### src/design/lspt_pkg.sv
// ----------------------------------------------------------------------------
// Line sensor position tracker package
// Shared types, constants and register indexes for the tracker.
// ----------------------------------------------------------------------------
package lspt_pkg;

  localparam int unsigned SensorCount = 4;
  localparam int unsigned SampleW     = 10;
  localparam int unsigned QueueDepth  = 2;

  localparam logic [9:0] NoiseFloorRst    = 10'd50;
  localparam logic [9:0] LineThresholdRst = 10'd200;
  localparam logic [9:0] HighLevelRst     = 10'd700;
  localparam logic [9:0] LowLevelRst      = 10'd300;

  // Register indexes of the configuration port.
  localparam logic [1:0] RegNoiseFloor    = 2'd0;
  localparam logic [1:0] RegLineThreshold = 2'd1;
  localparam logic [1:0] RegHighLevel     = 2'd2;
  localparam logic [1:0] RegLowLevel      = 2'd3;

  // Item modes.
  localparam logic [1:0] ModeMeasure = 2'd0;
  localparam logic [1:0] ModeWhite   = 2'd1;
  localparam logic [1:0] ModeBlack   = 2'd2;
  localparam logic [1:0] ModeNone    = 2'd3;

  // Surface codes.
  localparam logic [1:0] SurfAllWhite  = 2'd0;
  localparam logic [1:0] SurfAllBlack  = 2'd1;
  localparam logic [1:0] SurfWhiteLine = 2'd2;
  localparam logic [1:0] SurfBlackLine = 2'd3;

  typedef enum logic [1:0] {
    KindMeasure,
    KindWhite,
    KindBlack,
    KindNone
  } kind_e;

  // One classified request as it waits in the queue.
  typedef struct packed {
    kind_e                    kind;
    logic                     restart;
    logic [3:0][SampleW-1:0]  samples;
  } req_t;

  typedef enum logic [2:0] {
    StIdle,
    StScale,
    StClassify,
    StCentroid,
    StPosition,
    StOut
  } state_e;

  // Divider interface between back end and divider.
  typedef struct packed {
    logic        start;
    logic [20:0] dividend;
    logic [20:0] divisor;
  } div_req_t;

  typedef struct packed {
    logic        done;
    logic [20:0] quotient;
  } div_rsp_t;

endpackage

### src/design/line_sensor_position_tracker_top.sv
// ----------------------------------------------------------------------------
// Line sensor position tracker top level
// Four-sensor line tracker with calibration and weighted centroid.
// ----------------------------------------------------------------------------
// A calibrate request passes straight from the idle state to the output state. A
// measure request runs up to four scale divisions and at most one centroid
// division through one shared divider that produces a quotient bit per cycle.
// A two-entry request queue lets the input side run ahead while the back end
// works.
module line_sensor_position_tracker_top (
  input  logic       clk_i,
  input  logic       rst_ni,
  input  logic       in_valid,
  output logic       in_ready,
  input  logic [1:0] mode_i,
  input  logic       restart_i,
  input  logic [9:0] sample_0_i,
  input  logic [9:0] sample_1_i,
  input  logic [9:0] sample_2_i,
  input  logic [9:0] sample_3_i,
  input  logic       cfg_valid,
  output logic       cfg_ready,
  input  logic [1:0] cfg_index_i,
  input  logic [9:0] cfg_data_i,
  output logic       out_valid,
  input  logic       out_ready,
  output logic [1:0] surface_status_o,
  output logic [7:0] line_error_o,
  output logic       line_seen_o
);

  logic           q_valid, q_pop;
  lspt_pkg::req_t q_req;
  logic [9:0]     noise_floor_q, line_threshold_q, high_level_q, low_level_q;

  assign cfg_ready = 1'b1;

  // Configuration registers.
  always_ff @(posedge clk_i or negedge rst_ni) begin
    if (!rst_ni) begin
      noise_floor_q    <= lspt_pkg::NoiseFloorRst;
      line_threshold_q <= lspt_pkg::LineThresholdRst;
      high_level_q     <= lspt_pkg::HighLevelRst;
      low_level_q      <= lspt_pkg::LowLevelRst;
    end else if (cfg_valid && cfg_ready) begin
      case (cfg_index_i)
        lspt_pkg::RegNoiseFloor:    noise_floor_q    <= cfg_data_i;
        lspt_pkg::RegLineThreshold: line_threshold_q <= cfg_data_i;
        lspt_pkg::RegHighLevel:     high_level_q     <= cfg_data_i;
        lspt_pkg::RegLowLevel:      low_level_q      <= cfg_data_i;
        default: ;
      endcase
    end
  end

  lspt_front u_front (
    .clk_i     (clk_i),
    .rst_ni    (rst_ni),
    .in_valid  (in_valid),
    .in_ready  (in_ready),
    .mode_i    (mode_i),
    .restart_i (restart_i),
    .sample_0_i(sample_0_i),
    .sample_1_i(sample_1_i),
    .sample_2_i(sample_2_i),
    .sample_3_i(sample_3_i),
    .q_valid_o (q_valid),
    .q_pop_i   (q_pop),
    .q_req_o   (q_req)
  );

  lspt_back u_back (
    .clk_i           (clk_i),
    .rst_ni          (rst_ni),
    .q_valid_i       (q_valid),
    .q_pop_o         (q_pop),
    .q_req_i         (q_req),
    .noise_floor_i   (noise_floor_q),
    .line_threshold_i(line_threshold_q),
    .high_level_i    (high_level_q),
    .low_level_i     (low_level_q),
    .out_valid       (out_valid),
    .out_ready       (out_ready),
    .surface_status_o(surface_status_o),
    .line_error_o    (line_error_o),
    .line_seen_o     (line_seen_o)
  );

endmodule

### src/design/lspt_front.sv
// ----------------------------------------------------------------------------
// Line sensor position tracker front end
// Accepts input requests, classifies the mode and queues them.
// ----------------------------------------------------------------------------
module lspt_front (
  input  logic            clk_i,
  input  logic            rst_ni,
  input  logic            in_valid,
  output logic            in_ready,
  input  logic [1:0]      mode_i,
  input  logic            restart_i,
  input  logic [9:0]      sample_0_i,
  input  logic [9:0]      sample_1_i,
  input  logic [9:0]      sample_2_i,
  input  logic [9:0]      sample_3_i,
  output logic            q_valid_o,
  input  logic            q_pop_i,
  output lspt_pkg::req_t  q_req_o
);

  lspt_pkg::req_t q_mem_q [lspt_pkg::QueueDepth];
  logic           wr_ptr_q, wr_ptr_d;
  logic           rd_ptr_q, rd_ptr_d;
  logic [1:0]     count_q, count_d;
  lspt_pkg::req_t new_req;
  logic           push;

  // Classify the mode of the incoming request.
  always_comb begin
    new_req.restart = restart_i;
    new_req.samples = {sample_3_i, sample_2_i, sample_1_i, sample_0_i};
    case (mode_i)
      lspt_pkg::ModeMeasure: new_req.kind = lspt_pkg::KindMeasure;
      lspt_pkg::ModeWhite:   new_req.kind = lspt_pkg::KindWhite;
      lspt_pkg::ModeBlack:   new_req.kind = lspt_pkg::KindBlack;
      default:               new_req.kind = lspt_pkg::KindNone;
    endcase
  end

  assign in_ready  = (count_q != 2'd2);
  assign push      = in_valid && in_ready;
  assign q_valid_o = (count_q != 2'd0);
  assign q_req_o   = q_mem_q[rd_ptr_q];

  // Queue pointers.
  always_comb begin
    wr_ptr_d = wr_ptr_q ^ push;
    rd_ptr_d = rd_ptr_q ^ (q_pop_i && q_valid_o);
    count_d  = count_q + {1'b0, push} - {1'b0, q_pop_i && q_valid_o};
  end

  always_ff @(posedge clk_i or negedge rst_ni) begin
    if (!rst_ni) begin
      wr_ptr_q <= 1'b0;
      rd_ptr_q <= 1'b0;
      count_q  <= 2'd0;
    end else begin
      wr_ptr_q <= wr_ptr_d;
      rd_ptr_q <= rd_ptr_d;
      count_q  <= count_d;
    end
  end

  // Queue storage.
  always_ff @(posedge clk_i) begin
    if (push) begin
      q_mem_q[wr_ptr_q] <= new_req;
    end
  end

  assert property (@(posedge clk_i) disable iff (!rst_ni) count_q <= 2'd2)
    else $error("queue count overflow");
  assert property (@(posedge clk_i) disable iff (!rst_ni)
    (count_q == 2'd2) |-> !in_ready)
    else $error("ready while queue full");
  assert property (@(posedge clk_i) disable iff (!rst_ni)
    (push && !(q_pop_i && q_valid_o)) |=> (count_q == $past(count_q) + 2'd1))
    else $error("push lost");

endmodule

### src/design/lspt_div.sv
// ----------------------------------------------------------------------------
// Line sensor position tracker divider
// Shared restoring divider, one quotient bit per cycle, 21-bit operands.
// ----------------------------------------------------------------------------
module lspt_div (
  input  logic                clk_i,
  input  logic                rst_ni,
  input  lspt_pkg::div_req_t  req_i,
  output lspt_pkg::div_rsp_t  rsp_o
);

  logic [20:0] quo_q, quo_d;
  logic [21:0] rem_q, rem_d;
  logic [20:0] dvs_q, dvs_d;
  logic [4:0]  cnt_q, cnt_d;
  logic        busy_q, busy_d;
  logic        done_q, done_d;
  logic [21:0] trial;

  // One restoring step per cycle.
  always_comb begin
    quo_d  = quo_q;
    rem_d  = rem_q;
    dvs_d  = dvs_q;
    cnt_d  = cnt_q;
    busy_d = busy_q;
    done_d = 1'b0;
    trial  = {rem_q[20:0], quo_q[20]} - {1'b0, dvs_q};
    if (req_i.start) begin
      quo_d  = req_i.dividend;
      rem_d  = '0;
      dvs_d  = req_i.divisor;
      cnt_d  = 5'd0;
      busy_d = 1'b1;
    end else if (busy_q) begin
      if (!trial[21]) begin
        rem_d = trial;
        quo_d = {quo_q[19:0], 1'b1};
      end else begin
        rem_d = {rem_q[20:0], quo_q[20]};
        quo_d = {quo_q[19:0], 1'b0};
      end
      cnt_d = cnt_q + 5'd1;
      if (cnt_q == 5'd20) begin
        busy_d = 1'b0;
        done_d = 1'b1;
      end
    end
  end

  always_ff @(posedge clk_i or negedge rst_ni) begin
    if (!rst_ni) begin
      busy_q <= 1'b0;
      done_q <= 1'b0;
      cnt_q  <= 5'd0;
    end else begin
      busy_q <= busy_d;
      done_q <= done_d;
      cnt_q  <= cnt_d;
    end
  end

  always_ff @(posedge clk_i) begin
    quo_q <= quo_d;
    rem_q <= rem_d;
    dvs_q <= dvs_d;
  end

  assign rsp_o.done     = done_q;
  assign rsp_o.quotient = quo_q;

  assert property (@(posedge clk_i) disable iff (!rst_ni) done_q |-> !busy_q)
    else $error("divider done while busy");
  assert property (@(posedge clk_i) disable iff (!rst_ni)
    req_i.start |=> busy_q)
    else $error("divider failed to start");
  assert property (@(posedge clk_i) disable iff (!rst_ni)
    busy_q |-> !rem_q[21])
    else $error("remainder went negative");

endmodule

### src/design/lspt_back.sv
// ----------------------------------------------------------------------------
// Line sensor position tracker back end
// Executes queued requests: calibration merge, scaling, classification
// and the weighted centroid.
// ----------------------------------------------------------------------------
module lspt_back (
  input  logic            clk_i,
  input  logic            rst_ni,
  input  logic            q_valid_i,
  output logic            q_pop_o,
  input  lspt_pkg::req_t  q_req_i,
  input  logic [9:0]      noise_floor_i,
  input  logic [9:0]      line_threshold_i,
  input  logic [9:0]      high_level_i,
  input  logic [9:0]      low_level_i,
  output logic            out_valid,
  input  logic            out_ready,
  output logic [1:0]      surface_status_o,
  output logic [7:0]      line_error_o,
  output logic            line_seen_o
);

  lspt_pkg::state_e   state_q, state_d;
  lspt_pkg::div_req_t div_req;
  lspt_pkg::div_rsp_t div_rsp;

  logic [3:0][9:0] white_q;
  logic [3:0][9:0] black_q;
  logic [3:0][9:0] samp_q;
  logic [7:0]      last_pos_q;
  logic [3:0][9:0] val_q;
  logic [1:0]      idx_q;
  logic            div_busy_q;
  logic [1:0]      status_q;
  logic            seen_q;
  logic [11:0]     sum_q;
  logic [12:0]     wsum_q;
  logic [7:0]      err_q;
  logic            ovalid_q;
  logic [1:0]      ostat_q;
  logic [7:0]      oerr_q;
  logic            oseen_q;

  logic            take;
  logic [9:0]      w_cur, b_cur, raw_cur;
  logic            lvl_ok;
  logic [2:0]      n_high, n_low, n_mid;
  logic [1:0]      status_c;
  logic [3:0][9:0] v_inv;
  logic            seen_c;
  logic [11:0]     sum_c;
  logic [12:0]     wsum_c;
  logic [7:0]      pos_fb;

  lspt_div u_div (
    .clk_i (clk_i),
    .rst_ni(rst_ni),
    .req_i (div_req),
    .rsp_o (div_rsp)
  );

  assign take    = (state_q == lspt_pkg::StIdle) && q_valid_i;
  assign q_pop_o = take;
  assign w_cur   = white_q[idx_q];
  assign b_cur   = black_q[idx_q];
  assign raw_cur = samp_q[idx_q];
  assign lvl_ok  = w_cur > b_cur;

  // Divider requests: per-sensor scale, then the centroid.
  always_comb begin
    div_req.start    = 1'b0;
    div_req.dividend = 21'(raw_cur) * 21'd1000;
    div_req.divisor  = 21'(w_cur - b_cur);
    if (state_q == lspt_pkg::StScale && !div_busy_q && lvl_ok) begin
      div_req.start = 1'b1;
    end
    if (state_q == lspt_pkg::StPosition) begin
      div_req.start    = !div_busy_q;
      div_req.dividend = 21'(wsum_q) * 21'd200;
      div_req.divisor  = 21'(sum_q) * 21'd3;
    end
  end

  // Sensor counting for classification.
  always_comb begin
    n_high = '0;
    n_low  = '0;
    n_mid  = '0;
    for (int i = 0; i < lspt_pkg::SensorCount; i++) begin
      if (val_q[i] >= high_level_i) n_high = n_high + 3'd1;
      else if (val_q[i] <= low_level_i) n_low = n_low + 3'd1;
      else n_mid = n_mid + 3'd1;
    end
    if (n_low == 3'd4) status_c = lspt_pkg::SurfAllWhite;
    else if (n_high == 3'd4) status_c = lspt_pkg::SurfAllBlack;
    else if (n_high >= n_mid || n_high > n_low) status_c = lspt_pkg::SurfWhiteLine;
    else status_c = lspt_pkg::SurfBlackLine;
  end

  // Inversion, line detection and gated sums.
  always_comb begin
    seen_c = 1'b0;
    sum_c  = '0;
    wsum_c = '0;
    for (int i = 0; i < lspt_pkg::SensorCount; i++) begin
      v_inv[i] = (status_q == lspt_pkg::SurfWhiteLine) ? 10'd1000 - val_q[i] : val_q[i];
      if (v_inv[i] > line_threshold_i) seen_c = 1'b1;
      if (v_inv[i] > noise_floor_i) begin
        sum_c  = sum_c + 12'(v_inv[i]);
        wsum_c = wsum_c + 13'(v_inv[i]) * 13'(i);
      end
    end
  end

  assign pos_fb = (last_pos_q > 8'd100) ? 8'd200 : 8'd0;

  // Next state.
  always_comb begin
    state_d = state_q;
    case (state_q)
      lspt_pkg::StIdle: begin
        if (take && q_req_i.kind == lspt_pkg::KindMeasure) state_d = lspt_pkg::StScale;
        else if (take) state_d = lspt_pkg::StOut;
      end
      lspt_pkg::StScale: begin
        if (idx_q == 2'd3 && (!lvl_ok || div_rsp.done)) state_d = lspt_pkg::StClassify;
      end
      lspt_pkg::StClassify: state_d = lspt_pkg::StCentroid;
      lspt_pkg::StCentroid: begin
        state_d = (seen_c && sum_c != 12'd0) ? lspt_pkg::StPosition : lspt_pkg::StOut;
      end
      lspt_pkg::StPosition: if (div_rsp.done) state_d = lspt_pkg::StOut;
      lspt_pkg::StOut: if (!ovalid_q || out_ready) state_d = lspt_pkg::StIdle;
      default: state_d = lspt_pkg::StIdle;
    endcase
  end

  always_ff @(posedge clk_i or negedge rst_ni) begin
    if (!rst_ni) begin
      state_q <= lspt_pkg::StIdle;
    end else begin
      state_q <= state_d;
    end
  end

  // Datapath and calibration state.
  always_ff @(posedge clk_i or negedge rst_ni) begin
    if (!rst_ni) begin
      white_q    <= '0;
      black_q    <= {4{10'd1023}};
      samp_q     <= '0;
      last_pos_q <= '0;
      idx_q      <= '0;
      div_busy_q <= 1'b0;
      ovalid_q   <= 1'b0;
      ostat_q    <= '0;
      oerr_q     <= '0;
      oseen_q    <= 1'b0;
      status_q   <= '0;
      seen_q     <= 1'b0;
      sum_q      <= '0;
      wsum_q     <= '0;
      err_q      <= '0;
      val_q      <= '0;
    end else begin
      // The result register loads only when it is empty or being taken.
      if (state_q == lspt_pkg::StOut && (!ovalid_q || out_ready)) begin
        ovalid_q <= 1'b1;
        ostat_q  <= status_q;
        oerr_q   <= err_q;
        oseen_q  <= seen_q;
      end else if (out_valid && out_ready) begin
        ovalid_q <= 1'b0;
      end
      case (state_q)
        lspt_pkg::StIdle: begin
          idx_q      <= '0;
          div_busy_q <= 1'b0;
          status_q   <= lspt_pkg::SurfAllWhite;
          seen_q     <= 1'b0;
          sum_q      <= '0;
          wsum_q     <= '0;
          if (take) begin
            samp_q <= q_req_i.samples;
            if (q_req_i.kind != lspt_pkg::KindMeasure) err_q <= '0;
            for (int i = 0; i < lspt_pkg::SensorCount; i++) begin
              if (q_req_i.kind == lspt_pkg::KindWhite) begin
                if (q_req_i.restart || q_req_i.samples[i] > white_q[i])
                  white_q[i] <= q_req_i.samples[i];
              end
              if (q_req_i.kind == lspt_pkg::KindBlack) begin
                if (q_req_i.restart || q_req_i.samples[i] < black_q[i])
                  black_q[i] <= q_req_i.samples[i];
              end
            end
          end
        end
        lspt_pkg::StScale: begin
          if (!lvl_ok) begin
            val_q[idx_q] <= 10'd1000;
            idx_q        <= idx_q + 2'd1;
          end else if (div_rsp.done) begin
            val_q[idx_q] <= (div_rsp.quotient >= 21'd1000) ? 10'd0 :
                            10'd1000 - div_rsp.quotient[9:0];
            idx_q        <= idx_q + 2'd1;
            div_busy_q   <= 1'b0;
          end else begin
            div_busy_q   <= 1'b1;
          end
        end
        lspt_pkg::StClassify: status_q <= status_c;
        lspt_pkg::StCentroid: begin
          seen_q <= seen_c;
          sum_q  <= sum_c;
          wsum_q <= wsum_c;
          if (!(seen_c && sum_c != 12'd0)) begin
            err_q <= pos_fb - 8'd100;
          end
        end
        lspt_pkg::StPosition: begin
          if (div_rsp.done) begin
            last_pos_q <= div_rsp.quotient[7:0];
            err_q      <= div_rsp.quotient[7:0] - 8'd100;
            div_busy_q <= 1'b0;
          end else begin
            div_busy_q <= 1'b1;
          end
        end
        default: ;
      endcase
    end
  end

  assign out_valid        = ovalid_q;
  assign surface_status_o = ostat_q;
  assign line_error_o     = oerr_q;
  assign line_seen_o      = oseen_q;

  assert property (@(posedge clk_i) disable iff (!rst_ni)
    (out_valid && !out_ready) |=> out_valid)
    else $error("result dropped");
  assert property (@(posedge clk_i) disable iff (!rst_ni)
    q_pop_o |-> (state_q == lspt_pkg::StIdle))
    else $error("pop while busy");
  assert property (@(posedge clk_i) disable iff (!rst_ni)
    (out_valid && !out_ready) |=>
      ($stable(line_error_o) && $stable(surface_status_o) && $stable(line_seen_o)))
    else $error("result changed while waiting");

endmodule
### config.mk
export PLATFORM = sky130hd
export DESIGN_NAME = line_sensor_position_tracker_top
export DESIGN_NICKNAME = d
export VERILOG_FILES = /design/src/design/lspt_pkg.sv /design/src/design/line_sensor_position_tracker_top.sv /design/src/design/lspt_front.sv /design/src/design/lspt_div.sv /design/src/design/lspt_back.sv
export SDC_FILE = /design/constraint.sdc
export NUM_CORES = 1
export LEC_CHECK = 0
export ABC_AREA = 1
export BUFFER_PORTS_ARGS = -buffer_cell sky130_fd_sc_hd__buf_4
export CAP_MARGIN = 20
export CORE_ASPECT_RATIO = 0.7
export CORE_MARGIN = 4
export CORE_UTILIZATION = 54
export DETAILED_ROUTE_END_ITERATION = 7
export GPL_TIMING_DRIVEN = 0
export PLACE_DENSITY = 0.7
export RECOVER_POWER = 100
export SKIP_CTS_REPAIR_TIMING = 1
export SYNTH_ARGS = -nofsm -noshare
export SYNTH_HDL_FRONTEND = slang
export SYNTH_SLANG_ARGS = --single-unit
### constraint.sdc
create_clock -name clk_i -period 7.7 [get_ports clk_i]
set_input_delay 1.155 -clock clk_i [delete_from_list [all_inputs] [get_ports clk_i]]
set_output_delay 1.155 -clock clk_i [all_outputs]
set_load 0.01 [all_outputs]
# Word level (Yosys, flattened, before mapping)
# Memory sizes are Yosys's and may differ from the RTL's.
# Index checks and enable logic that the tools add are counted.
# W data, S select, Z words.
# classes
reduce_logical	58
magnitude_cmp	31
mux	92
bitwise	5
addsub	27
mul	4
n_eq_ne	28
# ops
cell	count
$gt A10 B10 Y1	13
$mux W10	11
$mux W40	2
$mux W3	22
$mux W21	3
$bmux W10 S2	3
$sub A10 B10 Y10 const A	5
$mux W43	1
$bwmux W40	1
$ge A10 B10 Y1	4
$le A10 B10 Y1	4
$lt A10 B10 Y1	4
$mux W8	5
$mux W12	3
$reduce_and A4 Y1	9
$mux W13	2
$pmux W13 S2	1
$add A12 B10 Y12	2
$add A3 B1 Y3 const B	8
$or A24 B24 Y24	1
$pmux W12 S2	1
$pmux W8 S3	1
$mux W1	23
$sub A22 B21 Y22	1
51 further kinds	115
# word_totals
register_bits	336
memories	1
output_inout_bits	14
in_bits	60
ramBits	86
# memory_table
memory	depth	width	read_ports	rd_clocked_by_memory_dff	write_ports	line	source
u_front.q_mem_q	2	43	1	0	1	lspt_front.sv:21	lspt_pkg::req_t q_mem_q [lspt_pkg::QueueDepth];

# Longest topological paths before layout
# depth
word_depth	18
mapped_depth	54
mapped_depth_nobuf	54

# Cells and area by module
# From an unflattened synthesis, not the netlist that was laid out.
# unflattened
cells_unflattened	4329
area_unflattened_um2	33938.8
# modules_own_cells
mod	seq_area_each_um2	area_per_inst_um2	cells_per_inst	instances
lspt_back	5605.4	23825.4	3273	1
lspt_div	1856.8	4530.6	615	1
lspt_front	2682.6	3846.2	258	1
line_sensor_position_tracker_top	1021.0	1736.7	183	1

# Least setup slack after synthesis
# OpenSTA, ideal clock, no wires.
# synth_timing
path_type	register -> register
from	register u_back.val_q[0] (netlist bit)
to	register u_back.err_q[2]
setup_slack_ns	1.639
stages_incl_launch_ff	47
t_arrival_ns	5.942
period_less_slack_ns	6.061
path_cell_list	dfrtp_1 > inv_1 > ha_1 > nand2_1 > nand2_1 > nand2_1 > nand2_1 > nand2_1 > nand2_1 > nand2_1 > ha_1 > nand2_1 > nor2_1 > nand3_1 > nand3_1 > nand2_1 > nor2_1 > ha_1 > [11 not listed] > nand2_1 > ha_1 > a21o_1 > nand2_1 > nand2_1 > a21oi_1 > nor2_1 > nor2_1 > xor2_1 > nand2_1 > nand2_1 > nand2_1 > nor2_1 > nand3_1 > nand3_1 > nand4_2 > nand2_1 > nand2_1
# synth_via
elab_chain_cells	14
elab_cells_between_ends	19
# synth_rtl
element	line	source
start: declaration	lspt_back.sv:31	logic [3:0][9:0] val_q;
start signal: indexed assignment	lspt_back.sv:203	val_q[idx_q] <= (div_rsp.quotient >= 21'd1000) ? 10'd0 :
$sub A10 B10 Y10	lspt_back.sv:106	v_inv[i] = (status_q == lspt_pkg::SurfWhiteLine) ? 10'd1000 - val_q[i] : val_q[i];
$mux W10 *	lspt_back.sv:106	
$gt A10 B10 Y1	lspt_back.sv:108	if (v_inv[i] > noise_floor_i) begin
$mux W10	lspt_back.sv:108	
$add A10 B10 Y11	lspt_back.sv:109	sum_c = sum_c + 12'(v_inv[i]);
$mux W12	lspt_back.sv:108	
$add A12 B10 Y12	lspt_back.sv:109	
$mux W12	lspt_back.sv:108	
$add A12 B10 Y12	lspt_back.sv:109	
$mux W12	lspt_back.sv:108	
$reduce_bool A12 Y1	lspt_back.sv:216	if (!(seen_c && sum_c != 12'd0)) begin
$logic_and A1 B1 Y1 *	lspt_back.sv:216	
$ne A2 B2 Y1 (no source line) *	--	
$reduce_and A5 Y1 (no source line) *	--	
end signal: assignment	lspt_back.sv:217	err_q <= pos_fb - 8'd100;
end signal: assignment	lspt_back.sv:223	err_q <= div_rsp.quotient[7:0] - 8'd100;
end: declaration	lspt_back.sv:38	logic [7:0] err_q;
# Mark *: on every way between the ends. The rest lies on a longest branch, timed or not.
# A chain may end at the register's enable or synchronous reset.

# Worst setup path after layout
# layout_timing
from	register u_back.val_q[20] (netlist bit)
to	register u_back.wsum_q[12]
# layout_via
elab_chain_cells	7
elab_cells_between_ends	8
# layout_rtl
element	line	source
$sub A10 B10 Y10	lspt_back.sv:106	
$mux W10 *	lspt_back.sv:106	
$add A10 B11 Y12 / $gt A10 B10 Y1 (equally long branches)	lspt_back.sv:110, lspt_back.sv:108	
$mux W13 *	lspt_back.sv:108	
$add A13 B12 Y13 *	lspt_back.sv:110	wsum_c = wsum_c + 13'(v_inv[i]) * 13'(i);
$mux W13 *	lspt_back.sv:108	
$pmux W13 S2 *	lspt_back.sv:175	case (state_q)
end signal: assignment	lspt_back.sv:215	wsum_q <= wsum_c;
end: declaration	lspt_back.sv:37	logic [12:0] wsum_q;
# Marks and branches as above.

==> out/metrics.json <==
{
  "run_status": {"value": "finished, violations left"},
  "violated_checks": {"value": "max-capacitance violations, max-slew violations"},
  "post_synth_and_or_nand_nor_area_fraction": {"value": 19.0, "unit": "%"},
  "synth_seq_cells": {"value": 416},
  "layout-area-overhead-vs-synth": {"value": 9.80, "unit": "%"},
  "main_synth_ff_type": {"value": "sky130_fd_sc_hd__dfrtp_1"},
  "floorplan.die_area": {"value": 63400, "unit": "um2"},
  "yosysWarningCount": {"value": 0},
  "drt_pre_antenna_iters": {"value": 6},
  "tritoncts_sink_count": {"value": 416},
  "cts.clk_slew.worst_paths": {"value": 0.06, "unit": "ns"},
  "post_place_setup_slack": {"value": -0.0927, "unit": "ns"},
  "setup_ws": {"value": 0.415, "unit": "ns"},
  "synth_compound_gate_area_share": {"value": 14.6, "unit": "%"},
  "grt_overflow_total": {"value": 0},
  "layout_min_cycle_time": {"value": 7.28, "unit": "ns"},
  "critical_path_arrival": {"value": 7.76, "unit": "ns"},
  "post_synth_inst_count": {"value": 4039},
  "worst_pin_slew": {"value": 3.55, "unit": "ns"},
  "h_tree_depth": {"value": 2},
  "die_h": {"value": 212, "unit": "um"},
  "place_congestion": {"value": 1.03},
  "fillerInstances": {"value": 5391},
  "final_core_util": {"value": 60.2, "unit": "%"},
  "path_type_of_the_worst_min_delay_path": {"value": "reg -> reg"},
  "proportion_of_layout_cells_with_a_drive_suffix_above_1": {"value": 6.32, "unit": "%"},
  "largest_family_of_logic_cells_by_synthesized_area": {"value": "adder cells"},
  "clkLatencyLatePin": {"value": 0.61, "unit": "ns"},
  "synth_cell_type_count": {"value": 66},
  "synth-edff-count": {"value": 122},
  "depth_of_the_most_critical_reg_to_reg_path": {"value": 33},
  "i_o_buffers": {"value": 70},
  "core": {"value": 58500, "unit": "um2"},
  "synth_most_common_cell": {"value": "sky130_fd_sc_hd__nand2_1"},
  "drc_errors": {"value": 0},
  "detailedPlacementHpwl": {"value": 74400, "unit": "um"},
  "detailedRoute.firstIterationViolations": {"value": 3081},
  "ant_nets": {"value": 0},
  "synthDominantCellAreaShare": {"value": 17.4, "unit": "%"},
  "finalWirelength": {"value": 92400, "unit": "um"},
  "tritoncts": {"value": "done"},
  "hold-path-cell-count": {"value": 2},
  "grt_first_pass_wirelength": {"value": 145000, "unit": "um"},
  "start_kind": {"value": "flip-flop"},
  "antenna_found_initial": {"value": 1},
  "root_buffer_cell": {"value": "sky130_fd_sc_hd__clkbuf_16"},
  "floorplan.rows": {"value": 74},
  "cap_viol_max_count": {"value": 5},
  "number_of_buffers_created_by_cts": {"value": 43},
  "synth_sequential_area_ratio": {"value": 34.3, "unit": "%"},
  "register_area": {"value": 11000, "unit": "um2"},
  "worstSetupEndpointType": {"value": "flip-flop"},
  "yosys.area_share.adder": {"value": 20.9, "unit": "%"},
  "post_synthesis_average_cell_area": {"value": 7.94, "unit": "um2"},
  "diodes": {"value": 0},
  "finalClockSkew": {"value": 0.0428, "unit": "ns"},
  "multi_input_comb_area": {"value": 18600, "unit": "um2"},
  "syn-cell-area": {"value": 32100, "unit": "um2"},
  "reg2reg_setup_slack": {"value": 0.42, "unit": "ns"},
  "num-nets-final": {"value": 4735},
  "ys_top_cells_by_area": {"value": "sky130_fd_sc_hd__ha_1 17%, sky130_fd_sc_hd__dfrtp_1 17%, sky130_fd_sc_hd__nand2_1 12%, sky130_fd_sc_hd__edfxtp_1 11%, sky130_fd_sc_hd__inv_1 6.5%"},
  "clock_path_buffers": {"value": 3},
  "number_of_global_route_vias_before_repair": {"value": 25700},
  "synth-async-reset-ratio": {"value": 65.6, "unit": "%"},
  "synthXorXnorAreaFrac": {"value": 2.68, "unit": "%"},
  "slowest_stage": {"value": "sky130_fd_sc_hd__o21ai_0"},
  "finalCritPeriodShare": {"value": 94.6, "unit": "%"},
  "max_freq": {"value": 0.137, "unit": "GHz"},
  "yosys-top-cells-count": {"value": "991 x sky130_fd_sc_hd__nand2_1, 555 x sky130_fd_sc_hd__inv_1, 447 x sky130_fd_sc_hd__ha_1"},
  "grtUsageTotal": {"value": 29.2, "unit": "%"},
  "detailroute.via_count": {"value": 28000},
  "worst_slew_margin_rel": {"value": -137, "unit": "%"},
  "crit_top_cell": {"value": "sky130_fd_sc_hd__nand2_1"},
  "timing.final.hold_violations": {"value": 0},
  "synth.area.mux_share": {"value": 0.617, "unit": "%"},
  "synth_top_cell_by_area": {"value": "sky130_fd_sc_hd__ha_1"},
  "dp.cells": {"value": 4915},
  "route.detailed.wl_per_inst": {"value": 18.5, "unit": "um"},
  "slew_violations": {"value": 349},
  "count_of_final_setup_violators": {"value": 0},
  "fin_worst_hold_slack": {"value": 0.473, "unit": "ns"},
  "start_util": {"value": 54.8, "unit": "%"},
  "worst_path_largest_cell_delay": {"value": 0.73, "unit": "ns"},
  "stdcell_count": {"value": 5004},
  "synth.net_count": {"value": 4601},
  "vias_per_cell": {"value": 5.59},
  "grt_max_degree": {"value": 113},
  "io-pin-count": {"value": 74},
  "worst_ep_required_time": {"value": 8.17, "unit": "ns"},
  "worstPathMaxFanout": {"value": 10},
  "worst-setup-path-type": {"value": "reg -> reg"},
  "fp.dieW": {"value": 299, "unit": "um"}
}
worst max-delay path, delay by kind of cell, from the launching register on:
family          cells  cell delay [ns]
flops               1             0.49
xor+xnor            1             0.51
buf+inv             5             1.37
compound gates     10             1.93
simple gates       13             1.45
fa+ha+maj           4             1.39
metrics by stage:
step / TNS, ns / cell area, um2
5_1_grt: -0.481 / 35200
4_1_cts: -0.983 / 35300
6_report: 0 / 35200
3_3_place_gp: -0.329 / 33600
3_5_place_dp: -0.672 / 33700
2_1_floorplan: 0 / 32100
final timing paths:
path	startpoint	end
setup / recovery	u_back.val_q[20]	u_back.wsum_q[12]
hold / removal	u_back.last_pos_q[1]	u_back.last_pos_q[1]
setup reg to reg	u_back.val_q[20]	u_back.wsum_q[12]
hold reg to reg	u_back.last_pos_q[1]	u_back.last_pos_q[1]
max in group asynchronous	rst_ni	u_back.samp_q[1]
min in group asynchronous	rst_ni	noise_floor_q[3]
cells in the final DEF (no fill, tap or decap), types with 13 or more instances in the layout:
master                      count
sky130_fd_sc_hd__nand4_1       28
sky130_fd_sc_hd__clkbuf_1     129
sky130_fd_sc_hd__nand2_1      990
sky130_fd_sc_hd__o211ai_1      18
sky130_fd_sc_hd__xor2_1        53
sky130_fd_sc_hd__ha_1         445
sky130_fd_sc_hd__or2_2         23
sky130_fd_sc_hd__nand3_1      132
sky130_fd_sc_hd__xnor2_1       37
sky130_fd_sc_hd__nor3_1        24
sky130_fd_sc_hd__dfxtp_1       21
sky130_fd_sc_hd__clkbuf_4      30
sky130_fd_sc_hd__a21oi_1      264
sky130_fd_sc_hd__dfstp_2       56
sky130_fd_sc_hd__o22ai_1       24
sky130_fd_sc_hd__dfrtp_1      216
sky130_fd_sc_hd__a31oi_1       20
sky130_fd_sc_hd__inv_1        554
sky130_fd_sc_hd__mux2_2        13
sky130_fd_sc_hd__o21ai_0      410
sky130_fd_sc_hd__nor2_1       250
sky130_fd_sc_hd__clkbuf_16     45
sky130_fd_sc_hd__a21o_1        20
sky130_fd_sc_hd__edfxtp_1     122
sky130_fd_sc_hd__fa_1          54
sky130_fd_sc_hd__buf_4         29
layer usage:
layer  share of wire, %  GRT usage (%)
met3                 13           9.69
met1                 50           47.4
met5                  0              0
met2                 36           37.1
met4                1.4           4.93
cell type report:
cell class	count	area share, %
Buffer	102	1.14
Clock buffer	57	3.44
Clock inverter	21	0.920
Inverter	563	6.02
Multi-Input combinational cell	2958	52.9
Sequential cell	416	31.2
Tap cell	798	2.84
Timing Repair Buffer	89	1.55
cells by family (layout without fill, tap and decap cells):
kind of cell               count (synthesis)  after routing
and+or+nand+nor                         1491           1491
AOI/OAI and AO/OA                        848            848
buffers and inverters                    665            832
adders and majority gates                502            502
DFF                                      416            416
xor gates and xnor gates                  98             98
muxes                                     18             18
other                                      1              1
registers in the layout, summed over array words and instances (netlist names), 10 cells and up:
name / count
u_front.q_mem_q: 86
u_back.black_q: 40
u_back.samp_q: 40
u_back.val_q: 40
u_back.white_q: 40
u_back.u_div.quo_q: 21
u_back.u_div.rem_q: 21
u_back.u_div.dvs_q: 15
u_back.wsum_q: 13
u_back.sum_q: 12
high_level_q: 10
line_threshold_q: 10
low_level_q: 10
noise_floor_q: 10
Power is not shown: default switching activity piles up to over one toggle a cycle in this logic, so the estimate is an artifact.
